--- config.mk ---
export PLATFORM = sky130hd
export DESIGN_NAME = packed_sample_unpack_channel_sum_unit
export DESIGN_NICKNAME = d
export VERILOG_FILES = /design/src/psu_pkg.sv /design/src/psu_unpack.sv /design/src/psu_accum.sv /design/src/packed_sample_unpack_channel_sum_unit.sv
export SDC_FILE = /design/constraint.sdc
export NUM_CORES = 1
export LEC_CHECK = 0
export ABC_CLOCK_PERIOD_IN_PS = 7900
export BUFFER_PORTS_ARGS = -buffer_cell sky130_fd_sc_hd__clkbuf_2
export CAP_MARGIN = 20
export CORE_AREA = 2 2 104 106
export DETAILED_ROUTE_END_ITERATION = 6
export DIE_AREA = 0 0 106 108
export PLACE_DENSITY_LB_ADDON = 0.12
export SLEW_MARGIN = 20
export SYNTH_ARGS = -nofsm -noshare
export SYNTH_HDL_FRONTEND = slang
export SYNTH_SLANG_ARGS = --single-unit
--- constraint.sdc ---
create_clock -name clk -period 7.9 [get_ports clk]
set_input_delay 1.185 -clock clk [delete_from_list [all_inputs] [get_ports clk]]
set_output_delay 1.185 -clock clk [all_outputs]
set_load 0.01 [all_outputs]
--- src/psu_pkg.sv ---
package psu_pkg;

  // Channel limit and derived widths.
  localparam int MAX_CHANNELS = 4096;
  localparam int CH_W         = 13;
  localparam int SEEN_W       = $clog2(MAX_CHANNELS + 8);
  localparam int SUM_W        = 20;
  localparam int ADD_W        = 8;
  localparam int CNT_W        = 4;
  localparam int CFG_IDX_W    = 4;

  // Register indexes of the configuration port.
  localparam logic [CFG_IDX_W-1:0] REG_SAMPLE_WIDTH  = 4'd0;
  localparam logic [CFG_IDX_W-1:0] REG_CHANNEL_COUNT = 4'd1;

  // Sample width codes.
  localparam logic [1:0] WIDTH_1BIT = 2'd0;
  localparam logic [1:0] WIDTH_2BIT = 2'd1;
  localparam logic [1:0] WIDTH_4BIT = 2'd2;
  localparam logic [1:0] WIDTH_8BIT = 2'd3;

  // Reset values of the configuration registers.
  localparam logic [1:0]      SAMPLE_WIDTH_RESET  = WIDTH_8BIT;
  localparam logic [CH_W-1:0] CHANNEL_COUNT_RESET = CH_W'(1024);

  // Unpacked samples of one byte, with count and sample total.
  typedef struct packed {
    logic [7:0]       s0;
    logic [3:0]       s1;
    logic [1:0]       s2;
    logic [1:0]       s3;
    logic             s4;
    logic             s5;
    logic             s6;
    logic             s7;
    logic [CNT_W-1:0] count;
    logic [ADD_W-1:0] add;
  } unpack_t;

endpackage

--- src/psu_unpack.sv ---
module psu_unpack (
  input  logic [7:0]       data_byte,
  input  logic [1:0]       sample_width,
  output psu_pkg::unpack_t unpacked
);
  import psu_pkg::*;

  unpack_t u;

  // Split the byte by sample width, most significant field first.
  always_comb begin
    u = '0;
    case (sample_width)
      WIDTH_1BIT: begin
        u.s0    = {7'd0, ~data_byte[7]};
        u.s1    = {3'd0, ~data_byte[6]};
        u.s2    = {1'b0, ~data_byte[5]};
        u.s3    = {1'b0, ~data_byte[4]};
        u.s4    = ~data_byte[3];
        u.s5    = ~data_byte[2];
        u.s6    = ~data_byte[1];
        u.s7    = ~data_byte[0];
        u.count = CNT_W'(8);
      end
      WIDTH_2BIT: begin
        u.s0    = {6'd0, data_byte[7:6]};
        u.s1    = {2'd0, data_byte[5:4]};
        u.s2    = data_byte[3:2];
        u.s3    = data_byte[1:0];
        u.count = CNT_W'(4);
      end
      WIDTH_4BIT: begin
        u.s0    = {4'd0, data_byte[7:4]};
        u.s1    = data_byte[3:0];
        u.count = CNT_W'(2);
      end
      default: begin
        u.s0    = data_byte;
        u.count = CNT_W'(1);
      end
    endcase
    // Unused fields are zero, so a plain total of all eight is exact.
    u.add = u.s0 + ADD_W'(u.s1) + ADD_W'(u.s2) + ADD_W'(u.s3)
          + ADD_W'(u.s4) + ADD_W'(u.s5) + ADD_W'(u.s6) + ADD_W'(u.s7);
  end

  assign unpacked = u;

endmodule

--- src/psu_accum.sv ---
module psu_accum (
  input  logic                      clk,
  input  logic                      rst,
  input  logic                      take,
  input  psu_pkg::unpack_t          unpacked,
  input  logic [psu_pkg::CH_W-1:0]  channel_count,
  output logic [psu_pkg::SUM_W-1:0] spectrum_sum,
  output logic                      sum_done
);
  import psu_pkg::*;

  logic [SUM_W-1:0]  running_sum;
  logic [SEEN_W-1:0] samples_seen;
  logic [SUM_W:0]    sum_wide;
  logic [SUM_W-1:0]  sum_sat;
  logic [SEEN_W-1:0] seen_next;
  logic [CH_W-1:0]   limit;

  // Saturating sum and sample count including the current byte.
  always_comb begin
    sum_wide  = {1'b0, running_sum} + (SUM_W + 1)'(unpacked.add);
    sum_sat   = sum_wide[SUM_W] ? {SUM_W{1'b1}} : sum_wide[SUM_W-1:0];
    seen_next = samples_seen + SEEN_W'(unpacked.count);
    limit     = (channel_count > CH_W'(MAX_CHANNELS)) ? CH_W'(MAX_CHANNELS)
                                                     : channel_count;
    sum_done  = (CH_W'(seen_next) >= limit);
  end

  assign spectrum_sum = sum_done ? sum_sat : '0;

  // The byte that ends a spectrum clears the accumulator.
  always_ff @(posedge clk) begin
    if (rst) begin
      running_sum  <= '0;
      samples_seen <= '0;
    end else if (take) begin
      if (sum_done) begin
        running_sum  <= '0;
        samples_seen <= '0;
      end else begin
        running_sum  <= sum_sat;
        samples_seen <= seen_next;
      end
    end
  end

endmodule

--- src/packed_sample_unpack_channel_sum_unit.sv ---
// Channel  Handshake              Payload
// input    in_valid / in_ready    data_byte
// output   out_valid / out_ready  sample_0..sample_7, sample_count, spectrum_sum, sum_ready
// config   cfg_valid / cfg_ready  cfg_index, cfg_data
//
// One byte per cycle while the output is not stalled; a byte passes through the input
// register and then the result register, with the unpack, sample adder and saturating
// accumulator in between.
// Synchronous active-high reset clears the pipeline, the running sum and the
// sample count, and loads 8-bit samples and 1024 channels.
// A stalled output holds its beat; the input register keeps accepting
// as long as the result register is empty or being drained.
module packed_sample_unpack_channel_sum_unit (
  input  logic                          clk,
  input  logic                          rst,
  input  logic                          in_valid,
  output logic                          in_ready,
  input  logic [7:0]                    data_byte,
  output logic                          out_valid,
  input  logic                          out_ready,
  output logic [7:0]                    sample_0,
  output logic [3:0]                    sample_1,
  output logic [1:0]                    sample_2,
  output logic [1:0]                    sample_3,
  output logic                          sample_4,
  output logic                          sample_5,
  output logic                          sample_6,
  output logic                          sample_7,
  output logic [psu_pkg::CNT_W-1:0]     sample_count,
  output logic [psu_pkg::SUM_W-1:0]     spectrum_sum,
  output logic                          sum_ready,
  input  logic                          cfg_valid,
  output logic                          cfg_ready,
  input  logic [psu_pkg::CFG_IDX_W-1:0] cfg_index,
  input  logic [psu_pkg::CH_W-1:0]      cfg_data
);
  import psu_pkg::*;

  logic             s1_valid;
  logic [7:0]       s1_byte;
  logic             s1_advance;
  logic [1:0]       sample_width;
  logic [CH_W-1:0]  chan_count;
  unpack_t          unpacked;
  logic [SUM_W-1:0] sum_value;
  logic             sum_done;

  // Configuration registers; writes are always taken.
  assign cfg_ready = 1'b1;

  always_ff @(posedge clk) begin
    if (rst) begin
      sample_width <= SAMPLE_WIDTH_RESET;
      chan_count   <= CHANNEL_COUNT_RESET;
    end else if (cfg_valid) begin
      case (cfg_index)
        REG_SAMPLE_WIDTH:  sample_width <= cfg_data[1:0];
        REG_CHANNEL_COUNT: chan_count   <= cfg_data;
        default: ;
      endcase
    end
  end

  // Input register moves forward when the result register is free.
  assign s1_advance = s1_valid && (!out_valid || out_ready);
  assign in_ready   = !s1_valid || s1_advance;

  always_ff @(posedge clk) begin
    if (rst) begin
      s1_valid <= 1'b0;
    end else if (in_ready) begin
      s1_valid <= in_valid;
    end
  end

  always_ff @(posedge clk) begin
    if (in_valid && in_ready) begin
      s1_byte <= data_byte;
    end
  end

  psu_unpack u_unpack (
    .data_byte    (s1_byte),
    .sample_width (sample_width),
    .unpacked     (unpacked)
  );

  psu_accum u_accum (
    .clk           (clk),
    .rst           (rst),
    .take          (s1_advance),
    .unpacked      (unpacked),
    .channel_count (chan_count),
    .spectrum_sum  (sum_value),
    .sum_done      (sum_done)
  );

  // Result register.
  always_ff @(posedge clk) begin
    if (rst) begin
      out_valid <= 1'b0;
    end else if (s1_advance) begin
      out_valid <= 1'b1;
    end else if (out_ready) begin
      out_valid <= 1'b0;
    end
  end

  always_ff @(posedge clk) begin
    if (s1_advance) begin
      sample_0     <= unpacked.s0;
      sample_1     <= unpacked.s1;
      sample_2     <= unpacked.s2;
      sample_3     <= unpacked.s3;
      sample_4     <= unpacked.s4;
      sample_5     <= unpacked.s5;
      sample_6     <= unpacked.s6;
      sample_7     <= unpacked.s7;
      sample_count <= unpacked.count;
      spectrum_sum <= sum_value;
      sum_ready    <= sum_done;
    end
  end

endmodule

# Word level (Yosys, flattened, before mapping)
# Cells that the tools add are included.
dict set report totals {
  wordCells 62
  ff_bits 103
  output_inout_bits 48
  input_bits 30
}
dict set report op_classes {
  eq_ne 3
  n_lt_le_gt_ge 2
  n_addsub 9
  bitwise_logic 8
  n_reduce_logical 11
  n_mux 11
}
# op n
set op_table {}
lappend op_table {{20-bit two-way mux} 2}
lappend op_table {{8-bit by 1-bit adder with 8-bit output} 4}
lappend op_table {{13-bit two-way mux} 2}
lappend op_table {{4-bit case mux with 3 select lines} 2}
lappend op_table {{8-bit case mux with 3 select lines} 1}
lappend op_table {{20-bit by 8-bit adder with 21-bit output} 1}
lappend op_table {{8-bit by 2-bit adder with 8-bit output} 2}
lappend op_table {{13-bit by 4-bit adder with 13-bit output} 1}
lappend op_table {{13-bit >= comparator} 1}
lappend op_table {{13-bit > comparator (second input constant)} 1}
lappend op_table {{8-bit by 4-bit adder with 8-bit output} 1}
lappend op_table {{1-bit NOT} 8}
lappend op_table {{4-bit case mux with 2 select lines} 1}
lappend op_table {{4-bit by 1-bit == test with 1-bit output (second input constant)} 1}
lappend op_table {{4-bit zero test} 1}
lappend op_table {{4-bit two-way mux} 1}
lappend op_table {{2-bit AND reduction} 2}
lappend op_table {{2-bit by 1-bit == test with 1-bit output (second input constant)} 1}
lappend op_table {{2-bit == test (second input constant)} 1}
lappend op_table {{1-bit logical AND} 2}
lappend op_table {{1-bit zero test} 2}
lappend op_table {{2-bit zero test} 1}
lappend op_table {{1-bit logical OR} 2}
lappend op_table {{1-bit two-way mux} 2}
lappend op_table {{2-bit nonzero test} 1}

# Longest topological paths before layout
# Gate-level depths: netlist of the first run.
dict set report logic_depth {
  depth_word 12
  depth_mapped 23
  ltp_nobuf 20
}

# Hierarchy
# From an unflattened synthesis of the first run, not the netlist that was laid out.
dict set report unflattened {
  cells_unflattened 587
  hier_area_um2 5915.7
}
# module cells_each seq_area_each_um2 area_each_um2 instances
set modules_own_cells {}
lappend modules_own_cells {psu_accum 354 660.6 2731.4 1}
lappend modules_own_cells {packed_sample_unpack_channel_sum_unit 133 1931.9 2372.3 1}
lappend modules_own_cells {psu_unpack 100 0.0 812.0 1}

# Worst setup path after synthesis of the first run
# No wires, ideal clock.
dict set report synth_path {
  kind {reg-to-reg}
  from {register sample_width[0]}
  to {register spectrum_sum[13] (netlist name), data pin}
  t_required_ns 7.632
  synth_period_minus_slack_ns 5.667
  setup_time_ns 0.268
  arrival_ns 5.398
  n_path_buf 3
  setup_slack_ns 2.233
  path_stages_with_launch 23
  cell_sequence {dfxtp_1 > clkbuf_1 > clkbuf_1 > nor3_1 > inv_1 > fa_1 > fa_1 > fa_1 > inv_1 > ha_1 > fa_1 > a21o_1 > a21oi_1 > o21bai_1 > a21oi_1 > xnor2_1 > ha_1 > nand3_1 > or4_4 > a311oi_4 > buf_6 > nand3_1 > nor3b_1}
}
# item line
set synth_rtl {}
lappend synth_rtl {{from (decl)} packed_sample_unpack_channel_sum_unit.sv:42} ;# logic [1:0] sample_width;
lappend synth_rtl {{from (signal assigned)} packed_sample_unpack_channel_sum_unit.sv:57} ;# REG_SAMPLE_WIDTH: sample_width <= cfg_data[1:0];
lappend synth_rtl {{to (signal assigned)} packed_sample_unpack_channel_sum_unit.sv:120} ;# spectrum_sum <= sum_value;
lappend synth_rtl {{to (decl)} packed_sample_unpack_channel_sum_unit.sv:30} ;# output logic [psu_pkg::SUM_W-1:0] spectrum_sum,

==> flow_summary.toml, run 1 <==
[run_status]
status = "complete, no violations"

[synth]
yosys.area_share.simple = 0.180
synth-compound-area-share = 0.146
synth.area.mux_share = 0.0275
netlist_instances = 596
postSynthAreaPerCell_um2 = 9.78
ys.flop_type = "edfxtp_1"
synth.cell_area_um2 = 5830
synth_warnings = 0
synthAdderAreaFrac = 0.116
synth_async_sr_flop_share = 0
ys_seq_elements = 103
synthXorXnorAreaFrac = 0.0391
synth_top_family_by_area = "simple AND/OR/NAND/NOR gates"
ys_seq_area_frac = 0.445
synth-edff-count = 53
syn_nets = 676
synth_cell_types = 60

[routing]
wire_per_inst_um = 15.7
via_count = 4542
vias_per_cell = 5.74
dr.pass1.iters = 4
detail-route-antenna-nets = 0
drt-total-wl_mm = 12.4
drt_iter0_drc = 190
drcViolationCount = 0

[setup_path]
critPathArrivalTime_ps = 6540
path_max_fanout = 26
crit_top_cell = "ha_1"
ff2ff_path_depth = 19
worst_setup_path_start_kind = "flip-flop"
cpMaxStageDelayCell = "dfxtp_1"
cpPeakStageDelay_ps = 760
crit_cells = 19
crit_path_end_kind = "flip-flop"
required_ps = 8010
critPathBufInv = 1
crit_type = "flip-flop to flip-flop"
crit_family = "adder cells"
crit_path_cell_trace = "nand2b_1, inv_1, a22o_1, fa_1, fa_1, ha_1, ha_1, a21o_1, a21oi_1, o21ai_0, o41ai_1, xnor2_1, ha_1, nand3_1, or4_4, a311oi_4, nand2_1, nor2_1, nor3_1"

[grt]
grt_util_met1 = 0.297
antenna_found_initial = 0
grt_max_degree = 57
grt_pass1_vias = 4348
grt_use_total = 0.225
gr-usage-met2 = 0.366
grt_busiest_layer = "met2"
grtUsageMet3 = 0.0368
grt_pass1_wl_mm = 20.3
grt-ovfl-total = 0

[power_and_ir_drop]
p_total_uw = 1080
p_comb_frac = 0.120
swShare = 0.252
pwr-share-clk = 0.334
power_switching_uw = 272
worst_ir_drop_vdd_mv = 0.0936
intPower_uw = 807
seq_power_share = 0.546
power_density_nw_per_um2 = 168
leakage_uw = 0.00274

[clock_tree]
clk_latency_ps = 380
hold_buffers = 0
postCtsSetupBuffers = 0
htreeDepth = 3
root_buffer = "clkbuf_8"
clkTransAtPathRegs_ps = 100
clockBufferDepth = 2
cts_tree = "yes"
cts_buffers = 9
numClockSinks = 103
cts_resized = 0

[timing]
final-setup-viol-count = 0
fin_tns_setup_ps = 0
worst_slack_ps = 1470
slew-limit-headroom = 0.357
report.final.slew_viol_count = 0
fin_skew_ps = 5.93
timing.fmax_ghz = 0.156
rsz0062_at_grt = "false"
worst_slew_pin_slew_ps = 965
finalCriticalPeriod_ps = 6430
hold_violations = 0
timing.final.crit_share = 0.814

[placement]
dpl-instance-area_um2 = 6210
dp_slack_ps = 1540
io_buffers = 76
dp_hpwl_mm = 8.80
place_congestion = 0.886
dp_cells = 775

[final_layout]
multi_input_area_um2 = 2970
drive_gt1_frac = 0.160
seqCellArea_um2 = 2590
fillCellCount = 873
final_area_um2 = 6430
n_antenna_cell = 0
area_growth_pct = 10.2
nets = 730
fin_cells = 791

[floorplan]
core-area_um2 = 10200
die_y_um = 108
dieArea_um2 = 11400
rows = 37
die_w_um = 106
initial_core_util = 0.570
ios = 78

[job]
maxCapViolCount = 0

[worst_hold_path]
hold_class = "flip-flop to flip-flop"
hold_path_depth = 2
==> cells in the mapped netlist (all sizes together) (4+ instances only) <==
cell	number	area [µm²]
a21o	8	61.3
and3	15	93.8
dfxtp	50	1000
nor4	6	37.5
nor3	21	105
xnor2	19	166
a211oi	10	80.1
nor2	45	171
o21ai	27	135
a31oi	11	68.8
nand2	57	214
a21oi	49	245
ha	43	538
edfxtp	53	1590
nand2b	4	25.0
and4	5	43.8
mux2i	16	160
xor2	7	61.3
buf	7	55.1
nor2b	11	68.8
inv	20	75.1
o211ai	5	37.5
a31o	6	52.6
fa	7	140
nand4	4	25.0
nand3	18	90.1
and2	7	43.8
clkbuf	28	123
or3	4	25.0
==> logic make-up (layout without fill, tap and decap cells) <==
family / count (synthesis) / count (layout)
buffers and inverters: 56 / 115
DFF: 103 / 103
xor gates and xnor gates: 26 / 26
other: 1 / 1
adders and majority gates: 50 / 50
muxes: 16 / 16
and+or+nand+nor: 210 / 210
AOI/OAI and AO/OA: 134 / 134
==> final timing paths <==
| check | end | slack, ps | from |
|---|---|---|---|
| worst max-delay path | spectrum_sum[17] | 1470 | sample_width[0] |
| worst min-delay path | u_accum.samples_seen[2] | 470 | u_accum.samples_seen[2] |
| worst max register to register | spectrum_sum[17] | 1470 | sample_width[0] |
| worst min register to register | u_accum.samples_seen[2] | 470 | u_accum.samples_seen[2] |
==> registers in the layout (all words and copies together), names as in the netlist <==
| name | flops |
|---|---|
| chan_count | 13 |
| out_valid | 1 |
| s1_byte | 8 |
| s1_valid | 1 |
| sample_0 | 8 |
| sample_1 | 4 |
| sample_2 | 2 |
| sample_3 | 2 |
| sample_4 | 1 |
| sample_5 | 1 |
| sample_6 | 1 |
| sample_7 | 1 |
| sample_count | 4 |
| sample_width | 2 |
| spectrum_sum | 20 |
| sum_ready | 1 |
| u_accum.running_sum | 20 |
| u_accum.samples_seen | 13 |
==> per-layer routing <==
layer / routed length [µm] / vias up
met1: 5780 / 2128
li1: - / 2272
met2: 5830 / 122
met3: 593 / 20
met4: 206 / 0
met5: 0 / -
==> cells in the final DEF (no fill, tap or decap), types with 4 or more instances in the layout <==
| master | count |
|---|---|
| nor4_1 | 6 |
| mux2i_1 | 16 |
| nand3_1 | 18 |
| a21o_1 | 7 |
| and2_1 | 7 |
| and3_1 | 15 |
| nor2b_1 | 11 |
| nor3_1 | 21 |
| ha_1 | 43 |
| or3_1 | 4 |
| edfxtp_1 | 53 |
| clkbuf_2 | 76 |
| a31oi_1 | 11 |
| nand2b_1 | 4 |
| fa_1 | 7 |
| xnor2_1 | 19 |
| and4_1 | 5 |
| clkbuf_8 | 9 |
| inv_1 | 19 |
| nor2_1 | 44 |
| a211oi_1 | 9 |
| a31o_2 | 5 |
| o211ai_1 | 5 |
| o21ai_0 | 24 |
| dfxtp_1 | 50 |
| nand4_1 | 4 |
| xor2_1 | 7 |
| nand2_1 | 57 |
| a21oi_1 | 49 |
==> worst min-delay path, cell delays in order (launching register included) <==
cell and delay [ps]:
dfxtp_1 330, nand2_1 50, a21oi_1 50
==> power groups by stage <==
stage	clock [µW]	sequential (µW)	combinational, µW
after detailed placement	0	602	129
final	361	589	130
after floorplan	0	605	87.0
after global routing	387	591	145
after global placement	0	601	128
after CTS	366	589	130
==> layout make-up <==
type,instances,share of cell area
clock inverter,6,0.0132
timing repair buffer,79,0.0627
multi-input combinational,437,0.463
sequential,103,0.403
inverter,20,0.0117
tap,136,0.0265
clock buffer,10,0.0199
==> metrics by stage <==
stage	hold slack [ps]	utilization
2_1_floorplan	434	-
3_3_place_gp	445	0.607
3_5_place_dp	451	0.607
4_1_cts	470	0.628
5_1_grt	495	0.628
6_report	472	0.628
No activity file was read; power rests on OpenSTA's default activity.
==> run 2, diff against run 1 <==
--- a/config.mk
+++ b/config.mk
@@ -5,7 +5,7 @@
 export SDC_FILE = /design/constraint.sdc
 export NUM_CORES = 1
 export LEC_CHECK = 0
-export ABC_CLOCK_PERIOD_IN_PS = 7900
+export ABC_CLOCK_PERIOD_IN_PS = 6600
 export BUFFER_PORTS_ARGS = -buffer_cell sky130_fd_sc_hd__clkbuf_2
 export CAP_MARGIN = 20
 export CORE_AREA = 2 2 104 106
==> constraint.sdc (replaced) <==
create_clock -name clk -period 6.6 [get_ports clk]
set_input_delay 0.99 -clock clk [delete_from_list [all_inputs] [get_ports clk]]
set_output_delay 0.99 -clock clk [all_outputs]
set_load 0.01 [all_outputs]
==> run 2 against run 1 <==
  * Clock power increased by 13%
  * Critical path type unchanged
  * Clock skew increased by 0.63 ps
  * Flip-flop and latch count unchanged
  * Worst setup slack got worse by 1000 ps
  * Clock-buffer cell count decreased by 1
  * Register-to-register slack got worse by 1000 ps
  * Power increased by 17%
  * Largest power group unchanged
  * Sequential share of layout area about the same
  * First-iteration DRC count increased by 19%
  * Highest routed layer unchanged
==> flow_summary.toml, run 2 (same netlist as run 1, synthesis figures left out) <==
[run_status]
status = "complete, no violations"

[timing]
timing.fmax_ghz = 0.163
worst_slack_ps = 453
report.final.slew_viol_count = 0
rsz0062_at_grt = "false"
slew-limit-headroom = 0.273
final-setup-viol-count = 0
fin_skew_ps = 6.56
hold_violations = 0
worst_slew_pin_slew_ps = 1090
fin_tns_setup_ps = 0
finalCriticalPeriod_ps = 6150
timing.final.crit_share = 0.931

[setup_path]
cpMaxStageDelayCell = "a311oi_4"
r2r_start = "sample_width[1]"
path_max_fanout = 22
crit_top_cell = "fa_1"
crit_path_end_kind = "flip-flop"
ff2ff_path_depth = 19
critPathBufInv = 1
crit_type = "flip-flop to flip-flop"
critPathArrivalTime_ps = 6240
required_ps = 6690
crit_path_cell_trace = "or3_1, fa_1, fa_1, fa_1, inv_1, ha_1, fa_1, a21o_1, a21oi_1, o21bai_1, a21oi_1, xnor2_1, ha_1, nand3_1, or4_4, a311oi_4, nand2_1, nor2_1, nor3_1"
crit_cells = 19
cpPeakStageDelay_ps = 580
cp-startpoint = "sample_width[1]"
worst_setup_path_start_kind = "flip-flop"
crit_family = "adder cells"

[placement]
dpl-instance-area_um2 = 6240
dp_slack_ps = 448
dp_hpwl_mm = 8.85
io_buffers = 76
dp_cells = 778
place_congestion = 0.843

[grt]
grt_use_total = 0.228
grt_pass1_vias = 4278
grt-ovfl-total = 0
antenna_found_initial = 0
grt_max_degree = 49
grt_pass1_wl_mm = 20.9

[final_layout]
drive_gt1_frac = 0.167
seqCellArea_um2 = 2590
area_growth_pct = 10.4
reg.largest.list = "spectrum_sum (20), u_accum.running_sum (20)"
fin_cells = 794
multi_input_area_um2 = 2970
fillCellCount = 848
final_area_um2 = 6430
utilization = 0.629
layout_common_cells = "76 x clkbuf_2, 57 x nand2_1, 53 x edfxtp_1"
nets = 733
n_antenna_cell = 0
final_common_cell = "clkbuf_2"

[worst_hold_path]
worstHoldStart = "u_accum.samples_seen[0]"
hold_path_depth = 2
hold_class = "flip-flop to flip-flop"

[power_and_ir_drop]
worst_ir_drop_vdd_mv = 0.130
power_density_nw_per_um2 = 197
leakage_uw = 0.00275

[clock_tree]
clk_latency_ps = 380
hold_buffers = 0
cts_tree = "yes"
clkTransAtPathRegs_ps = 100
htreeDepth = 3
clockBufferDepth = 2
cts_buffers = 9
numClockSinks = 103
root_buffer = "clkbuf_8"

[floorplan]
die_w_um = 106
dieArea_um2 = 11400
initial_core_util = 0.570
rows = 37
ios = 78
core-area_um2 = 10200
die_y_um = 108

[routing]
drt_iter0_drc = 227
wire_per_inst_um = 15.6
drcViolationCount = 0
via_count = 4620
detail-route-antenna-nets = 0
vias_per_cell = 5.82
drt-total-wl_mm = 12.4
dr.pass1.iters = 4

[job]
maxCapViolCount = 0
run 2: layout make-up:
| type | count | share of cell area |
|---|---|---|
| clock buffer | 9 | 0.0192 |
| inverter | 20 | 0.0117 |
| multi-input combinational | 437 | 0.462 |
| timing repair buffer | 82 | 0.0661 |
| sequential | 103 | 0.403 |
| tap | 136 | 0.0264 |
| clock inverter | 7 | 0.0113 |
run 2: worst register-to-register path: stages (launching register included):
cell and delay (ps):
dfxtp_2 430, or3_1 450, fa_1 570, fa_1 440, fa_1 490, inv_1 40
ha_1 200, fa_1 410, a21o_1 200, a21oi_1 220, o21bai_1 120, a21oi_1 200
xnor2_1 90, ha_1 360, nand3_1 130, or4_4 570, a311oi_4 580, nand2_1 190
nor2_1 130, nor3_1 50
run 2: through the flow:
stage	power, µW	hold slack [ps]
finish	1270	463
global placement	874	445
global route	1320	489
floorplan	828	434
CTS	1280	465
detailed placement	876	453
run 2: per-layer routing:
metal	track usage	part of all wire	up-vias
met5	0	0	-
met4	0.0695	0.0092	0
met3	0.0404	0.059	12
met2	0.365	0.48	164
met1	0.320	0.45	2163
li1	-	-	2281
run 2: worst paths after layout:
path / to / slack, ps
min reg2reg: u_accum.samples_seen[0] / 460
max reg2reg: spectrum_sum[17] / 450
max: spectrum_sum[17] / 450
min: u_accum.samples_seen[0] / 460
run 2: where the power goes:
group	internal, µW	leakage (µW)	switching [µW]
Clock	176	0.0000972	230
Combinational	60.5	0.00175	96.5
Sequential	694	0.000906	10.8
run 2: timing repair:
item | 4_1_cts | 5_1_grt
gates resized for setup | 0 | 1
endpoints found under the hold margin | 0 | 0
endpoints found under the setup margin | 0 | 7
setup buffers | 0 | 0
==> run 3, diff against run 2 <==
--- a/config.mk
+++ b/config.mk
@@ -5,12 +5,13 @@
 export SDC_FILE = /design/constraint.sdc
 export NUM_CORES = 1
 export LEC_CHECK = 0
+export ABC_AREA = 1
 export ABC_CLOCK_PERIOD_IN_PS = 6600
 export BUFFER_PORTS_ARGS = -buffer_cell sky130_fd_sc_hd__clkbuf_2
 export CAP_MARGIN = 20
-export CORE_AREA = 2 2 104 106
+export CORE_AREA = 2 2 105 107
 export DETAILED_ROUTE_END_ITERATION = 6
-export DIE_AREA = 0 0 106 108
+export DIE_AREA = 0 0 107 109
 export PLACE_DENSITY_LB_ADDON = 0.12
 export SLEW_MARGIN = 20
 export SYNTH_ARGS = -nofsm -noshare
==> run 3 against run 2 <==
  * Area after synthesis is 4.7% higher
  * Sequential share of layout area is 2.0 points lower
  * Register-to-register slack better by 620 ps
  * Worst setup slack better by 620 ps
  * Sequential power hardly changed
  * Hold slack better by 15 ps
  * Via count is 10% higher
  * Clock power is 7.1% higher
  * Clock skew is 7.8 ps higher
  * Synthesized cell count is 28% higher
  * Cell count is 23% higher
  * First-iteration DRC count is 6.2% higher
==> flow_summary.toml, run 3 <==
[setup_path]
r2r_start = "sample_width[1]"
crit_cells = 25
regToRegSetupSlack_ps = 1070
crit_family = "adder cells"
cpMaxStageDelayCell = "fa_1"
ff2ff_path_depth = 25
worst_setup_path_start_kind = "flip-flop"
crit_top_cell = "nand2_1"
cpPeakStageDelay_ps = 560
crit_path_end_kind = "flip-flop"
required_ps = 6740
critPathArrivalTime_ps = 5670
r2r-end = "spectrum_sum[10]"
critPathBufInv = 4
crit_type = "flip-flop to flip-flop"
path_max_fanout = 27

[run_status]
status = "complete, no violations"

[routing]
via_count = 5096
drt_iter0_drc = 241
drt-total-wl_mm = 13.5
drcViolationCount = 0
detail-route-antenna-nets = 0
dr.pass1.iters = 5
vias_per_cell = 5.21
wire_per_inst_um = 13.8

[worst_hold_path]
worstHoldStart = "u_accum.samples_seen[3]"
hold_path_depth = 2
hold_class = "flip-flop to flip-flop"
min_to = "u_accum.samples_seen[3]"

[synth]
netlist_instances = 765
synth-compound-area-share = 0.0922
synthXorXnorAreaFrac = 0.0256
synth-edff-count = 53
yosys.area_share.simple = 0.255
syn_nets = 845
synth_warnings = 0
synth_async_sr_flop_share = 0
ys_seq_area_frac = 0.425
netlist_top_cells_area = "edfxtp_1 26%, dfxtp_1 16%, nand2_1 13%, ha_1 8.8%, inv_1 7.1%"
ys_seq_elements = 103
yosysMostFrequentCell = "nand2_1"
ys.flop_type = "edfxtp_1"
synth_top_family_by_area = "simple AND/OR/NAND/NOR gates"
postSynthAreaPerCell_um2 = 7.98
synth.cell_area_um2 = 6100
synthAdderAreaFrac = 0.111
synth_cell_types = 43
synth_top_cells_by_count = "212 x nand2_1, 115 x inv_1, 64 x a21oi_1"
synth_top_area_cell = "edfxtp_1"
synth_top_area_share = 0.261
synth.area.mux_share = 0

[final_layout]
final_common_cell = "nand2_1"
n_antenna_cell = 0
area_growth_pct = 10.9
seqCellArea_um2 = 2590
reg.largest.list = "spectrum_sum (20), u_accum.running_sum (20)"
fillCellCount = 912
layout_common_cells = "212 x nand2_1, 114 x inv_1, 76 x clkbuf_2"
nets = 913
drive_gt1_frac = 0.147
multi_input_area_um2 = 2960
final_area_um2 = 6770

[placement]
dp_hpwl_mm = 10.0
io_buffers = 76
dp_slack_ps = 1070
dpl-instance-area_um2 = 6560
place_congestion = 0.951

[timing]
final-setup-viol-count = 0
fin_tns_setup_ps = 0
rsz0062_at_grt = "false"
worst_slack_ps = 1070
finalCriticalPeriod_ps = 5530
timing.fmax_ghz = 0.181
fin_skew_ps = 14.4
worst_slew_pin_slew_ps = 998
timing.final.crit_share = 0.838
slew-limit-headroom = 0.334
hold_violations = 0
report.final.slew_viol_count = 0

[clock_tree]
numClockSinks = 103
cts_tree = "yes"
root_buffer = "clkbuf_8"
hold_buffers = 0
clk_latency_ps = 390
htreeDepth = 3
postCtsSetupBuffers = 0
clkTransAtPathRegs_ps = 110
clockBufferDepth = 2
cts_resized = 0
cts_buffers = 9

[power_and_ir_drop]
leakage_uw = 0.00319
p_total_uw = 1330
worst_ir_drop_vdd_mv = 0.121
power_density_nw_per_um2 = 196

[floorplan]
rows = 38
die_w_um = 107
core-area_um2 = 10600
initial_core_util = 0.576
dieArea_um2 = 11700
die_y_um = 109
ios = 78

[grt]
grt-ovfl-total = 0
grt_pass1_vias = 4872
grt_max_degree = 46
grt_pass1_wl_mm = 22.4
grt_use_total = 0.240
antenna_found_initial = 0

[job]
maxCapViolCount = 0
[run 3: cell type report]
type,instances,area share
Clock inverter,7,0.0133
Clock buffer,9,0.0183
Timing Repair Buffer,78,0.0584
Sequential cell,103,0.383
Inverter,116,0.0643
Multi-Input combinational cell,525,0.437
Tap cell,140,0.0259
[run 3: how the worst max path moves through the flow]
stage	slack (ps)	from	to
2_1_floorplan	1870	sample_width[1]	spectrum_sum[12]
3_3_place_gp	1270	sample_width[1]	spectrum_sum[11]
3_5_place_dp	1070	sample_width[1]	spectrum_sum[10]
4_1_cts	1040	sample_width[1]	spectrum_sum[10]
5_1_grt	760	sample_width[1]	spectrum_sum[9]
6_report	1070	sample_width[1]	spectrum_sum[10]
[run 3: power breakdown]
group          total, µW  switching (µW)  leakage (µW)  internal [µW]
logic                186             120       0.00217           66.1
registers            708            11.5      0.000910            696
clock network        436             248      0.000111            188
[run 3: logic make-up (layout without fill, tap and decap cells)]
logic type / after synthesis / count (layout)
buffers and inverters: 137 / 210
DFF: 103 / 103
and+or+nand+nor: 356 / 356
AOI/OAI and AO/OA: 101 / 101
adders and majority gates: 50 / 50
xor gates and xnor gates: 17 / 17
other: 1 / 1
[run 3: metal layers]
| metal | wire (µm) | global-route usage |
|---|---|---|
| met1 | 5950 | 0.311 |
| met2 | 6580 | 0.412 |
| met3 | 638 | 0.0329 |
| met4 | 284 | 0.0900 |
| met5 | 0 | 0 |
[run 3: per-stage QoR]
step | hold WS, ps | std cells | util
2_1_floorplan | 443 | 765 | -
3_3_place_gp | 457 | 962 | 0.618
3_5_place_dp | 464 | 962 | 0.618
4_1_cts | 479 | 978 | 0.639
5_1_grt | 514 | 978 | 0.639
6_report | 478 | 978 | 0.639
[run 3: worst reg2reg max path: cells and delay by family, from the launching register on]
| family | cells | cell delay (ps) |
|---|---|---|
| adders and majority gates | 6 | 2420 |
| and+or+nand+nor | 12 | 1650 |
| buffers and inverters | 4 | 400 |
| DFF | 1 | 390 |
| AOI/OAI and AO/OA | 2 | 250 |
| xor gates and xnor gates | 1 | 180 |
